[src/sv/mvc_pkg.sv]
// Shared types and constants for the motion vector clip unit.
// Used by mvc_cfg, mvc_bounds, mvc_clip and motion_vector_clip_unit_core.
package mvc_pkg;

  localparam int MVC_FRAC_BITS_DEF = 4;
  localparam int MVC_MARGIN        = 8;
  // signed width of an unscaled bound, enough for every field combination
  localparam int MVC_UNSC_W        = 17;
  localparam int MVC_MV_W          = 18;
  localparam int MVC_MV_HI         = 131071;
  localparam int MVC_MV_LO         = -131072;
  localparam int MVC_ADDR_W        = 4;
  localparam int MVC_DATA_W        = 32;

  localparam logic [13:0] MVC_PIC_W_RST = 14'd1920;
  localparam logic [13:0] MVC_PIC_H_RST = 14'd1080;
  localparam logic [7:0]  MVC_LCU_RST   = 8'd128;
  localparam logic [13:0] MVC_WOFF_RST  = 14'd0;

  typedef enum logic [1:0] {
    REG_PIC_W = 2'd0,
    REG_PIC_H = 2'd1,
    REG_LCU   = 2'd2,
    REG_WOFF  = 2'd3
  } reg_idx_t;

  typedef enum logic [1:0] {
    OP_CLIP_BOTH   = 2'd0,
    OP_CLIP_HOR    = 2'd1,
    OP_CLIP_SUBPIC = 2'd2,
    OP_CLIP_WRAP   = 2'd3
  } op_t;

  typedef struct packed {
    logic [13:0] pic_w;
    logic [13:0] pic_h;
    logic [7:0]  lcu;
    logic [13:0] wrap_offset;
  } cfg_t;

  typedef struct packed {
    op_t                 op;
    logic [12:0]         block_x;
    logic [12:0]         block_y;
    logic [7:0]          block_width;
    logic signed [17:0]  mv_hor;
    logic signed [17:0]  mv_ver;
    logic                sub_applies;
    logic [12:0]         sub_left;
    logic [12:0]         sub_right;
    logic [12:0]         sub_top;
    logic [12:0]         sub_bottom;
  } item_t;

endpackage

[src/sv/mvc_cfg.sv]
// Configuration register file with APB-style access.
// Depends on mvc_pkg for the register map and reset values.
module mvc_cfg (
  input  logic                            clk,
  input  logic                            rst_n,
  input  logic                            psel,
  input  logic                            penable,
  input  logic                            pwrite,
  input  logic [mvc_pkg::MVC_ADDR_W-1:0]  paddr,
  input  logic [mvc_pkg::MVC_DATA_W-1:0]  pwdata,
  output logic [mvc_pkg::MVC_DATA_W-1:0]  prdata,
  output mvc_pkg::cfg_t                   cfg
);
  import mvc_pkg::*;

  cfg_t     cfg_r;
  cfg_t     cfg_nxt;
  reg_idx_t idx;
  logic     wr_en;

  assign idx   = reg_idx_t'(paddr[3:2]);
  assign wr_en = psel & penable & pwrite;

  always_comb begin
    cfg_nxt = cfg_r;
    if (wr_en) begin
      unique case (idx)
        REG_PIC_W: cfg_nxt.pic_w       = pwdata[13:0];
        REG_PIC_H: cfg_nxt.pic_h       = pwdata[13:0];
        REG_LCU:   cfg_nxt.lcu         = pwdata[7:0];
        REG_WOFF:  cfg_nxt.wrap_offset = pwdata[13:0];
        default:   cfg_nxt = cfg_r;
      endcase
    end
  end

  always_ff @(posedge clk) begin
    if (!rst_n) begin
      cfg_r.pic_w       <= MVC_PIC_W_RST;
      cfg_r.pic_h       <= MVC_PIC_H_RST;
      cfg_r.lcu         <= MVC_LCU_RST;
      cfg_r.wrap_offset <= MVC_WOFF_RST;
    end else begin
      cfg_r <= cfg_nxt;
    end
  end

  always_comb begin
    unique case (idx)
      REG_PIC_W: prdata = MVC_DATA_W'(cfg_r.pic_w);
      REG_PIC_H: prdata = MVC_DATA_W'(cfg_r.pic_h);
      REG_LCU:   prdata = MVC_DATA_W'(cfg_r.lcu);
      REG_WOFF:  prdata = MVC_DATA_W'(cfg_r.wrap_offset);
      default:   prdata = '0;
    endcase
  end

  assign cfg = cfg_r;

endmodule

[src/sv/mvc_bounds.sv]
// Bound stage: forms the scaled clip window for one registered transaction.
// Depends on mvc_pkg for item and configuration types.
module mvc_bounds #(
  parameter int  FRAC_BITS = mvc_pkg::MVC_FRAC_BITS_DEF,
  localparam int BND_W     = 19 + FRAC_BITS
) (
  input  logic                                  clk,
  input  logic                                  rst_n,
  input  logic                                  item_vld,
  input  mvc_pkg::item_t                        item,
  input  mvc_pkg::cfg_t                         cfg,
  output logic                                  bnd_vld,
  output mvc_pkg::op_t                          bnd_op,
  output logic signed [BND_W-1:0]               hmin,
  output logic signed [BND_W-1:0]               hmax,
  output logic signed [BND_W-1:0]               vmin,
  output logic signed [BND_W-1:0]               vmax,
  output logic signed [BND_W-1:0]               woff,
  output logic signed [mvc_pkg::MVC_MV_W-1:0]   mv_hor,
  output logic signed [mvc_pkg::MVC_MV_W-1:0]   mv_ver
);
  import mvc_pkg::*;

  localparam int UW = MVC_UNSC_W;
  localparam logic signed [UW-1:0] MARGIN_M1 = UW'(MVC_MARGIN - 1);
  localparam logic signed [UW-1:0] ONE       = UW'(1);

  logic signed [UW-1:0] bx, by, bw, pw, ph, lcu, sl, sr, st, sb;
  logic signed [UW-1:0] hmax_u, hmin_u, vmax_u, vmin_u;
  logic                 use_sub;

  logic                   vld_r;
  op_t                    op_r;
  logic signed [BND_W-1:0] hmin_r, hmax_r, vmin_r, vmax_r, woff_r;
  logic signed [BND_W-1:0] hmin_nxt, hmax_nxt, vmin_nxt, vmax_nxt, woff_nxt;
  logic signed [MVC_MV_W-1:0] mv_hor_r, mv_ver_r;

  assign bx  = signed'(UW'(item.block_x));
  assign by  = signed'(UW'(item.block_y));
  assign bw  = signed'(UW'(item.block_width));
  assign sl  = signed'(UW'(item.sub_left));
  assign sr  = signed'(UW'(item.sub_right));
  assign st  = signed'(UW'(item.sub_top));
  assign sb  = signed'(UW'(item.sub_bottom));
  assign pw  = signed'(UW'(cfg.pic_w));
  assign ph  = signed'(UW'(cfg.pic_h));
  assign lcu = signed'(UW'(cfg.lcu));

  assign use_sub = (item.op == OP_CLIP_SUBPIC) && item.sub_applies;

  always_comb begin
    hmin_u = -lcu - MARGIN_M1 - bx;
    vmin_u = -lcu - MARGIN_M1 - by;
    hmax_u = pw + MARGIN_M1 - bx;
    vmax_u = ph + MARGIN_M1 - by;
    if (use_sub) begin
      // right/bottom are inclusive: (r + 1) + margin - pos - 1
      hmax_u = sr + MARGIN_M1 + ONE - bx;
      vmax_u = sb + MARGIN_M1 + ONE - by;
      hmin_u = -lcu - MARGIN_M1 - bx + sl;
      vmin_u = -lcu - MARGIN_M1 - by + st;
    end else if (item.op == OP_CLIP_WRAP) begin
      hmax_u = pw + lcu - bw + MARGIN_M1 - bx;
    end
  end

  always_comb begin
    hmin_nxt = BND_W'(hmin_u) <<< FRAC_BITS;
    hmax_nxt = BND_W'(hmax_u) <<< FRAC_BITS;
    vmin_nxt = BND_W'(vmin_u) <<< FRAC_BITS;
    vmax_nxt = BND_W'(vmax_u) <<< FRAC_BITS;
    woff_nxt = BND_W'(signed'({1'b0, cfg.wrap_offset})) <<< FRAC_BITS;
  end

  always_ff @(posedge clk) begin
    if (!rst_n) begin
      vld_r <= 1'b0;
    end else begin
      vld_r <= item_vld;
    end
  end

  always_ff @(posedge clk) begin
    op_r     <= item.op;
    hmin_r   <= hmin_nxt;
    hmax_r   <= hmax_nxt;
    vmin_r   <= vmin_nxt;
    vmax_r   <= vmax_nxt;
    woff_r   <= woff_nxt;
    mv_hor_r <= item.mv_hor;
    mv_ver_r <= item.mv_ver;
  end

  assign bnd_vld = vld_r;
  assign bnd_op  = op_r;
  assign hmin    = hmin_r;
  assign hmax    = hmax_r;
  assign vmin    = vmin_r;
  assign vmax    = vmax_r;
  assign woff    = woff_r;
  assign mv_hor  = mv_hor_r;
  assign mv_ver  = mv_ver_r;

endmodule

[src/sv/mvc_clip.sv]
// Clip stage: clamps the horizontal component and, except for OP_CLIP_HOR, the vertical one,
// applies wrap-around, saturates, registers result. Depends on mvc_pkg for op codes and vector limits.
module mvc_clip #(
  parameter int  FRAC_BITS = mvc_pkg::MVC_FRAC_BITS_DEF,
  localparam int BND_W     = 19 + FRAC_BITS
) (
  input  logic                                  clk,
  input  logic                                  rst_n,
  input  logic                                  bnd_vld,
  input  mvc_pkg::op_t                          bnd_op,
  input  logic signed [BND_W-1:0]               hmin,
  input  logic signed [BND_W-1:0]               hmax,
  input  logic signed [BND_W-1:0]               vmin,
  input  logic signed [BND_W-1:0]               vmax,
  input  logic signed [BND_W-1:0]               woff,
  input  logic signed [mvc_pkg::MVC_MV_W-1:0]   mv_hor,
  input  logic signed [mvc_pkg::MVC_MV_W-1:0]   mv_ver,
  output logic                                  res_vld,
  output logic signed [mvc_pkg::MVC_MV_W-1:0]   res_hor,
  output logic signed [mvc_pkg::MVC_MV_W-1:0]   res_ver,
  output logic                                  res_no_wrap
);
  import mvc_pkg::*;

  localparam logic signed [BND_W-1:0] SAT_HI = BND_W'(MVC_MV_HI);
  localparam logic signed [BND_W-1:0] SAT_LO = BND_W'(MVC_MV_LO);

  // crossed bounds resolve to hi since hi is applied last
  function automatic logic signed [BND_W-1:0] clamp(
    input logic signed [BND_W-1:0] lo,
    input logic signed [BND_W-1:0] hi,
    input logic signed [BND_W-1:0] v
  );
    logic signed [BND_W-1:0] t;
    t = (v < lo) ? lo : v;
    return (t > hi) ? hi : t;
  endfunction

  function automatic logic signed [MVC_MV_W-1:0] sat(input logic signed [BND_W-1:0] v);
    logic signed [BND_W-1:0] t;
    t = v;
    if (t > SAT_HI) t = SAT_HI;
    if (t < SAT_LO) t = SAT_LO;
    return t[MVC_MV_W-1:0];
  endfunction

  logic signed [BND_W-1:0] hor, ver, oh, ov;
  logic                    nw;

  logic                       vld_r;
  logic signed [MVC_MV_W-1:0] hor_r, ver_r, hor_nxt, ver_nxt;
  logic                       nw_r;

  assign hor = BND_W'(mv_hor);
  assign ver = BND_W'(mv_ver);

  always_comb begin
    oh = clamp(hmin, hmax, hor);
    ov = clamp(vmin, vmax, ver);
    nw = 1'b1;
    unique case (bnd_op)
      OP_CLIP_WRAP: begin
        oh = hor;
        if (hor > hmax) begin
          oh = clamp(hmin, hmax, hor - woff);
          nw = 1'b0;
        end
        if (oh < hmin) begin
          oh = clamp(hmin, hmax, oh + woff);
          nw = 1'b0;
        end
      end
      OP_CLIP_HOR:    ov = ver;
      OP_CLIP_BOTH,
      OP_CLIP_SUBPIC: ;
      default:        ;
    endcase
    hor_nxt = sat(oh);
    ver_nxt = sat(ov);
  end

  always_ff @(posedge clk) begin
    if (!rst_n) begin
      vld_r <= 1'b0;
    end else begin
      vld_r <= bnd_vld;
    end
  end

  always_ff @(posedge clk) begin
    hor_r <= hor_nxt;
    ver_r <= ver_nxt;
    nw_r  <= nw;
  end

  assign res_vld     = vld_r;
  assign res_hor     = hor_r;
  assign res_ver     = ver_r;
  assign res_no_wrap = nw_r;

endmodule

[src/sv/motion_vector_clip_unit_core.sv]
// Top level of the motion vector clip unit: input register, bound stage, clip stage.
// Depends on mvc_pkg, mvc_cfg, mvc_bounds and mvc_clip.
//
//   channel  | handshake                     | payload
//   ---------+-------------------------------+------------------------------------
//   input    | start, busy (accept: start&!busy) | in_op .. in_sub_bottom
//   result   | out_valid strobe, one cycle   | out_mv_out_hor, out_mv_out_ver, out_no_wrap
//   config   | psel/penable/pwrite, pready=1 | paddr, pwdata, prdata
//
// One transaction per cycle; busy is never raised.
// A transaction passes the input register, bound register and result register in that order.
// Synchronous active-low reset clears the valid pipeline and loads register defaults.
// Results appear on out_valid for one cycle and are not held for the receiver.
module motion_vector_clip_unit_core #(
  parameter int FRAC_BITS = mvc_pkg::MVC_FRAC_BITS_DEF
) (
  input  logic                                  clk,
  input  logic                                  rst_n,
  input  logic                                  start,
  output logic                                  busy,
  input  logic [1:0]                            in_op,
  input  logic [12:0]                           in_block_x,
  input  logic [12:0]                           in_block_y,
  input  logic [7:0]                            in_block_width,
  input  logic signed [mvc_pkg::MVC_MV_W-1:0]   in_mv_in_hor,
  input  logic signed [mvc_pkg::MVC_MV_W-1:0]   in_mv_in_ver,
  input  logic                                  in_subpic_applies,
  input  logic [12:0]                           in_sub_left,
  input  logic [12:0]                           in_sub_right,
  input  logic [12:0]                           in_sub_top,
  input  logic [12:0]                           in_sub_bottom,
  output logic                                  out_valid,
  output logic signed [mvc_pkg::MVC_MV_W-1:0]   out_mv_out_hor,
  output logic signed [mvc_pkg::MVC_MV_W-1:0]   out_mv_out_ver,
  output logic                                  out_no_wrap,
  input  logic                                  psel,
  input  logic                                  penable,
  input  logic                                  pwrite,
  input  logic [mvc_pkg::MVC_ADDR_W-1:0]        paddr,
  input  logic [mvc_pkg::MVC_DATA_W-1:0]        pwdata,
  output logic [mvc_pkg::MVC_DATA_W-1:0]        prdata,
  output logic                                  pready
);
  import mvc_pkg::*;

  localparam int BND_W = 19 + FRAC_BITS;

  cfg_t  cfg;
  item_t item_r;
  item_t item_nxt;
  logic  item_vld_r;
  logic  accept;

  logic                    bnd_vld;
  op_t                     bnd_op;
  logic signed [BND_W-1:0] hmin, hmax, vmin, vmax, woff;
  logic signed [MVC_MV_W-1:0] bnd_hor, bnd_ver;

  assign busy   = 1'b0;
  assign pready = 1'b1;
  assign accept = start & ~busy;

  always_comb begin
    item_nxt.op          = op_t'(in_op);
    item_nxt.block_x     = in_block_x;
    item_nxt.block_y     = in_block_y;
    item_nxt.block_width = in_block_width;
    item_nxt.mv_hor      = in_mv_in_hor;
    item_nxt.mv_ver      = in_mv_in_ver;
    item_nxt.sub_applies = in_subpic_applies;
    item_nxt.sub_left    = in_sub_left;
    item_nxt.sub_right   = in_sub_right;
    item_nxt.sub_top     = in_sub_top;
    item_nxt.sub_bottom  = in_sub_bottom;
  end

  always_ff @(posedge clk) begin
    if (!rst_n) begin
      item_vld_r <= 1'b0;
    end else begin
      item_vld_r <= accept;
    end
  end

  always_ff @(posedge clk) begin
    if (accept) begin
      item_r <= item_nxt;
    end
  end

  mvc_cfg u_cfg (
    .clk     (clk),
    .rst_n   (rst_n),
    .psel    (psel),
    .penable (penable),
    .pwrite  (pwrite),
    .paddr   (paddr),
    .pwdata  (pwdata),
    .prdata  (prdata),
    .cfg     (cfg)
  );

  mvc_bounds #(
    .FRAC_BITS (FRAC_BITS)
  ) u_bounds (
    .clk      (clk),
    .rst_n    (rst_n),
    .item_vld (item_vld_r),
    .item     (item_r),
    .cfg      (cfg),
    .bnd_vld  (bnd_vld),
    .bnd_op   (bnd_op),
    .hmin     (hmin),
    .hmax     (hmax),
    .vmin     (vmin),
    .vmax     (vmax),
    .woff     (woff),
    .mv_hor   (bnd_hor),
    .mv_ver   (bnd_ver)
  );

  mvc_clip #(
    .FRAC_BITS (FRAC_BITS)
  ) u_clip (
    .clk         (clk),
    .rst_n       (rst_n),
    .bnd_vld     (bnd_vld),
    .bnd_op      (bnd_op),
    .hmin        (hmin),
    .hmax        (hmax),
    .vmin        (vmin),
    .vmax        (vmax),
    .woff        (woff),
    .mv_hor      (bnd_hor),
    .mv_ver      (bnd_ver),
    .res_vld     (out_valid),
    .res_hor     (out_mv_out_hor),
    .res_ver     (out_mv_out_ver),
    .res_no_wrap (out_no_wrap)
  );

endmodule

[config.mk]
export PLATFORM = sky130hd
export DESIGN_NAME = motion_vector_clip_unit_core
export DESIGN_NICKNAME = d
export VERILOG_FILES = /design/src/sv/mvc_pkg.sv /design/src/sv/mvc_cfg.sv /design/src/sv/mvc_bounds.sv /design/src/sv/mvc_clip.sv /design/src/sv/motion_vector_clip_unit_core.sv
export SDC_FILE = /design/constraint.sdc
export NUM_CORES = 1
export LEC_CHECK = 0
export ABC_AREA = 1
export BUFFER_PORTS_ARGS = -buffer_cell sky130_fd_sc_hd__buf_2
export CORE_UTILIZATION = 50
export CTS_CLUSTER_DIAMETER = 80
export DETAILED_ROUTE_END_ITERATION = 10
export GPL_TIMING_DRIVEN = 0
export HOLD_SLACK_MARGIN = 0.08
export PLACE_DENSITY = 0.74
export SETUP_SLACK_MARGIN = 0.1
export SLEW_MARGIN = 20
export SYNTH_ARGS = -nofsm -noshare
export SYNTH_HDL_FRONTEND = slang
export SYNTH_SLANG_ARGS = --single-unit
[constraint.sdc]
create_clock -name clk -period 12.5 [get_ports clk]
set_input_delay 1.875 -clock clk [delete_from_list [all_inputs] [get_ports clk]]
set_output_delay 1.875 -clock clk [all_outputs]
set_load 0.005 [all_outputs]
==> results.json <==
{
  "status": "completed",
  "hold_class": "reg -> reg",
  "routabilityCongestion": 1.03,
  "power_density_nw_per_um2": 202,
  "die_area_um2": 50900,
  "cpPeakStageDelay_ns": 0.37,
  "startpoint": "u_bounds.mv_hor[4]",
  "placed_cell_area_um2": 27000,
  "die_h_um": 226,
  "timing.final.crit_share_pct": 94.3,
  "drt-pass1-iter-count": 6,
  "synth_area_leaders": "ha_1 (19%), dfxtp_1 (17%), edfxtp_1 (15%)",
  "crit_top_cell": "nand2_1",
  "antenna_cells": 0,
  "cts_buffers": 39,
  "cp-start-kind": "flop",
  "max_freq_mhz": 84.8,
  "slowest_stage": "fa_2",
  "path_class": "reg -> reg",
  "ys_ff_latch": 335,
  "ys_seq_area_share_pct": 31.8,
  "cts_tree": "done",
  "hold_viol": 0,
  "drive_above_1_share_pct": 12.5,
  "use_met2_pct": 47.3,
  "via_per_inst": 5.47,
  "final-max-slew-violation-count": 0,
  "slew_headroom_pct": 23.9,
  "hold_buffers": 0,
  "antenna_found_initial": 2,
  "final_nets": 4073,
  "die_x_um": 226,
  "critPathCaptureType": "flop",
  "r2r_end": "u_clip.res_hor[10]",
  "start_util_pct": 50.9,
  "r2r-start": "u_bounds.mv_hor[4]",
  "pwr-share-clk_pct": 20.2,
  "synthArstFlopShare_pct": 0,
  "yosysWarnings": 0,
  "switching_share_pct": 46.1,
  "maxCapViolations": 0,
  "syn_area_per_cell_um2": 7.72,
  "vias": 23000,
  "yosysTopAreaCell": "ha_1",
  "rsz0062_at_grt": "no",
  "cts_num_sinks": 335,
  "globalRouteOverflowTotal": 0,
  "combinationalPowerShare_pct": 55.9,
  "synth_flop_cell": "dfxtp_1",
  "drc": 0,
  "grt.busiest_layer": "met2",
  "cp_max_fo": 10,
  "htree_levels": 2,
  "grt_util_all_layers_pct": 29.0,
  "syn_inst": 3241,
  "synth_top_area_share_pct": 18.6,
  "fin_crit_ns": 11.79,
  "core_area_um2": 49200,
  "peakVddDrop_v": 0.000118,
  "required_ns": 12.97,
  "finClkSkew_ns": 0.0331,
  "ios": 239,
  "clk_path_buf_depth": 3,
  "arrival_ns": 12.26,
  "reg2reg_setup_slack_ns": 0.71,
  "yosys-top-cells-count": "nand2_1 (577), inv_1 (478), ha_1 (372)",
  "root_buffer": "clkbuf_16",
  "grt_pass1_vias": 21000,
  "setup_viol": 0,
  "clkTransAtPathRegs_ns": 0.06,
  "sequentialPowerShare_pct": 23.8,
  "grt_max_degree": 96,
  "p_switching_w": 0.00268,
  "ys_types": 61,
  "num_rows": 81,
  "yosysMostFrequentCell": "nand2_1",
  "clk_latency_ns": 0.60,
  "synthToLayoutAreaGrowth_pct": 15.3,
  "internal_power_w": 0.00314,
  "grt_pass1_wl_um": 114000,
  "met1_usage_pct": 38.5,
  "antenna_left": 0,
  "routedWlPerCell_um": 17.8,
  "design_area_um2": 28800,
  "netlist_area_um2": 25000,
  "drtIter0Drc": 2060,
  "drt-total-wl_um": 74700,
  "hpwl_um": 60300,
  "crit_end": "u_clip.res_hor[10]",
  "synth-edff-count": 125,
  "final_util_pct": 58.7,
  "p_leak_nw": 14.3,
  "use_met3_pct": 4.61,
  "worstMarginPinSlew_ns": 1.14,
  "r2r_cells": 76,
  "port_buffers": 198
}
area by class of cell:
cell class	count	area (um^2)
Fill cell	4518	20300
Inverter	492	1850
Multi-Input combinational cell	2345	15200
Tap cell	664	831
Clock buffer	53	1080
Clock inverter	19	250
Timing Repair Buffer	215	1150
Sequential cell	335	7970
Buffer	87	495
registers in the layout (all words and copies together) (netlist names), 2 cells and up:
name and flops:
item_r 125, u_cfg.cfg 50, u_bounds.mv_hor 18, u_bounds.mv_ver 18, u_clip.res_hor 18, u_clip.res_ver 18
u_bounds.hmax 17, u_bounds.hmin 17, u_bounds.vmax 17, u_bounds.vmin 17, u_bounds.woff 14, u_bounds.bnd_op 2
cell usage in the layout (no fill, tap or decap), drive strengths merged, types with 9 or more instances in the layout:
cell     count
a21o        13
dfxtp      210
o21bai      19
a21oi      305
xor2        96
o211ai      31
edfxtp     125
o21ai      299
conb        20
or2         11
clkbuf     100
nand3      111
a2bb2oi      9
nand2      600
a31oi       20
ha         372
o31ai       13
nor4        11
o21a         9
fa          19
nor2       254
xnor2       27
inv        491
clkinv      16
nand4       27
nor3        31
buf        255
how the worst min path moves through the flow:
| stage | startpoint | endpoint | cells after the start |
|---|---|---|---|
| after global placement | item_r[59] | u_bounds.mv_ver[6] | 0 |
| after CTS | item_r[66] | u_bounds.mv_ver[13] | 0 |
| final | item_r[66] | u_bounds.mv_ver[13] | 0 |
| after global routing | item_r[70] | u_bounds.mv_ver[17] | 0 |
| after detailed placement | item_r[63] | u_bounds.mv_ver[10] | 0 |
| after floorplan | item_r[71] | u_bounds.mv_hor[0] | 0 |
through the flow:
step           setup TNS (ns)  hold slack (ns)  total power, W  setup WS (ns)  cells
2_1_floorplan               0            0.323         0.00350           1.69   3259
3_3_place_gp           -30.58            0.325         0.00433          -1.80   4121
3_5_place_dp           -33.03            0.327         0.00437          -1.94   4122
4_1_cts                     0            0.341         0.00564          0.103   4199
5_1_grt                     0            0.344         0.00627         0.0434   4210
6_report                    0            0.339         0.00582          0.709   4210
repair_timing:
item,4_1_cts,5_1_grt
setup endpoints to repair,18,18
pin swaps,3,30
gates resized for setup,40,78
buffers inserted,5,11
gates cloned,0,0
per-layer routing:
metal | wire [um] | vias to the layer above | part of all wire [%]
li1 | - | 11400 | -
met1 | 32200 | 10600 | 43
met3 | 5940 | 167 | 7.9
met2 | 33700 | 887 | 45
met5 | 13 | - | 0.017
met4 | 2940 | 2 | 3.9
power groups by stage:
stage / Sequential, W / Combinational [W] / Clock [W]
2_1_floorplan: 0.00137 / 0.00213 / 0
3_3_place_gp: 0.00140 / 0.00293 / 0
3_5_place_dp: 0.00141 / 0.00296 / 0
4_1_cts: 0.00138 / 0.00305 / 0.00121
5_1_grt: 0.00140 / 0.00362 / 0.00125
6_report: 0.00139 / 0.00326 / 0.00118
critical path, delay by kind of cell (launching register included):
family / cells / cell delay [ns]
AOI/OAI and AO/OA: 18 / 3.12
xor gates and xnor gates: 2 / 0.42
adders and majority gates: 7 / 2.01
buffers and inverters: 15 / 1.82
DFF: 1 / 0.34
and+or+nand+nor: 34 / 3.95
kinds of logic (layout without fill, tap and decap cells):
kind of cell | after synthesis | in the layout | synth area share [%]
other | 2 | 20 | 0.0300
adder cells (fa/ha/maj) | 391 | 391 | 20.1
AND/OR/NAND/NOR | 1056 | 1056 | 17.6
XOR/XNOR | 123 | 123 | 4.31
flip-flops | 335 | 335 | 31.8
buffers and inverters | 579 | 866 | 9.26
AO/OA/AOI/OAI | 755 | 755 | 16.9
(Power assumes the default switching activity.)
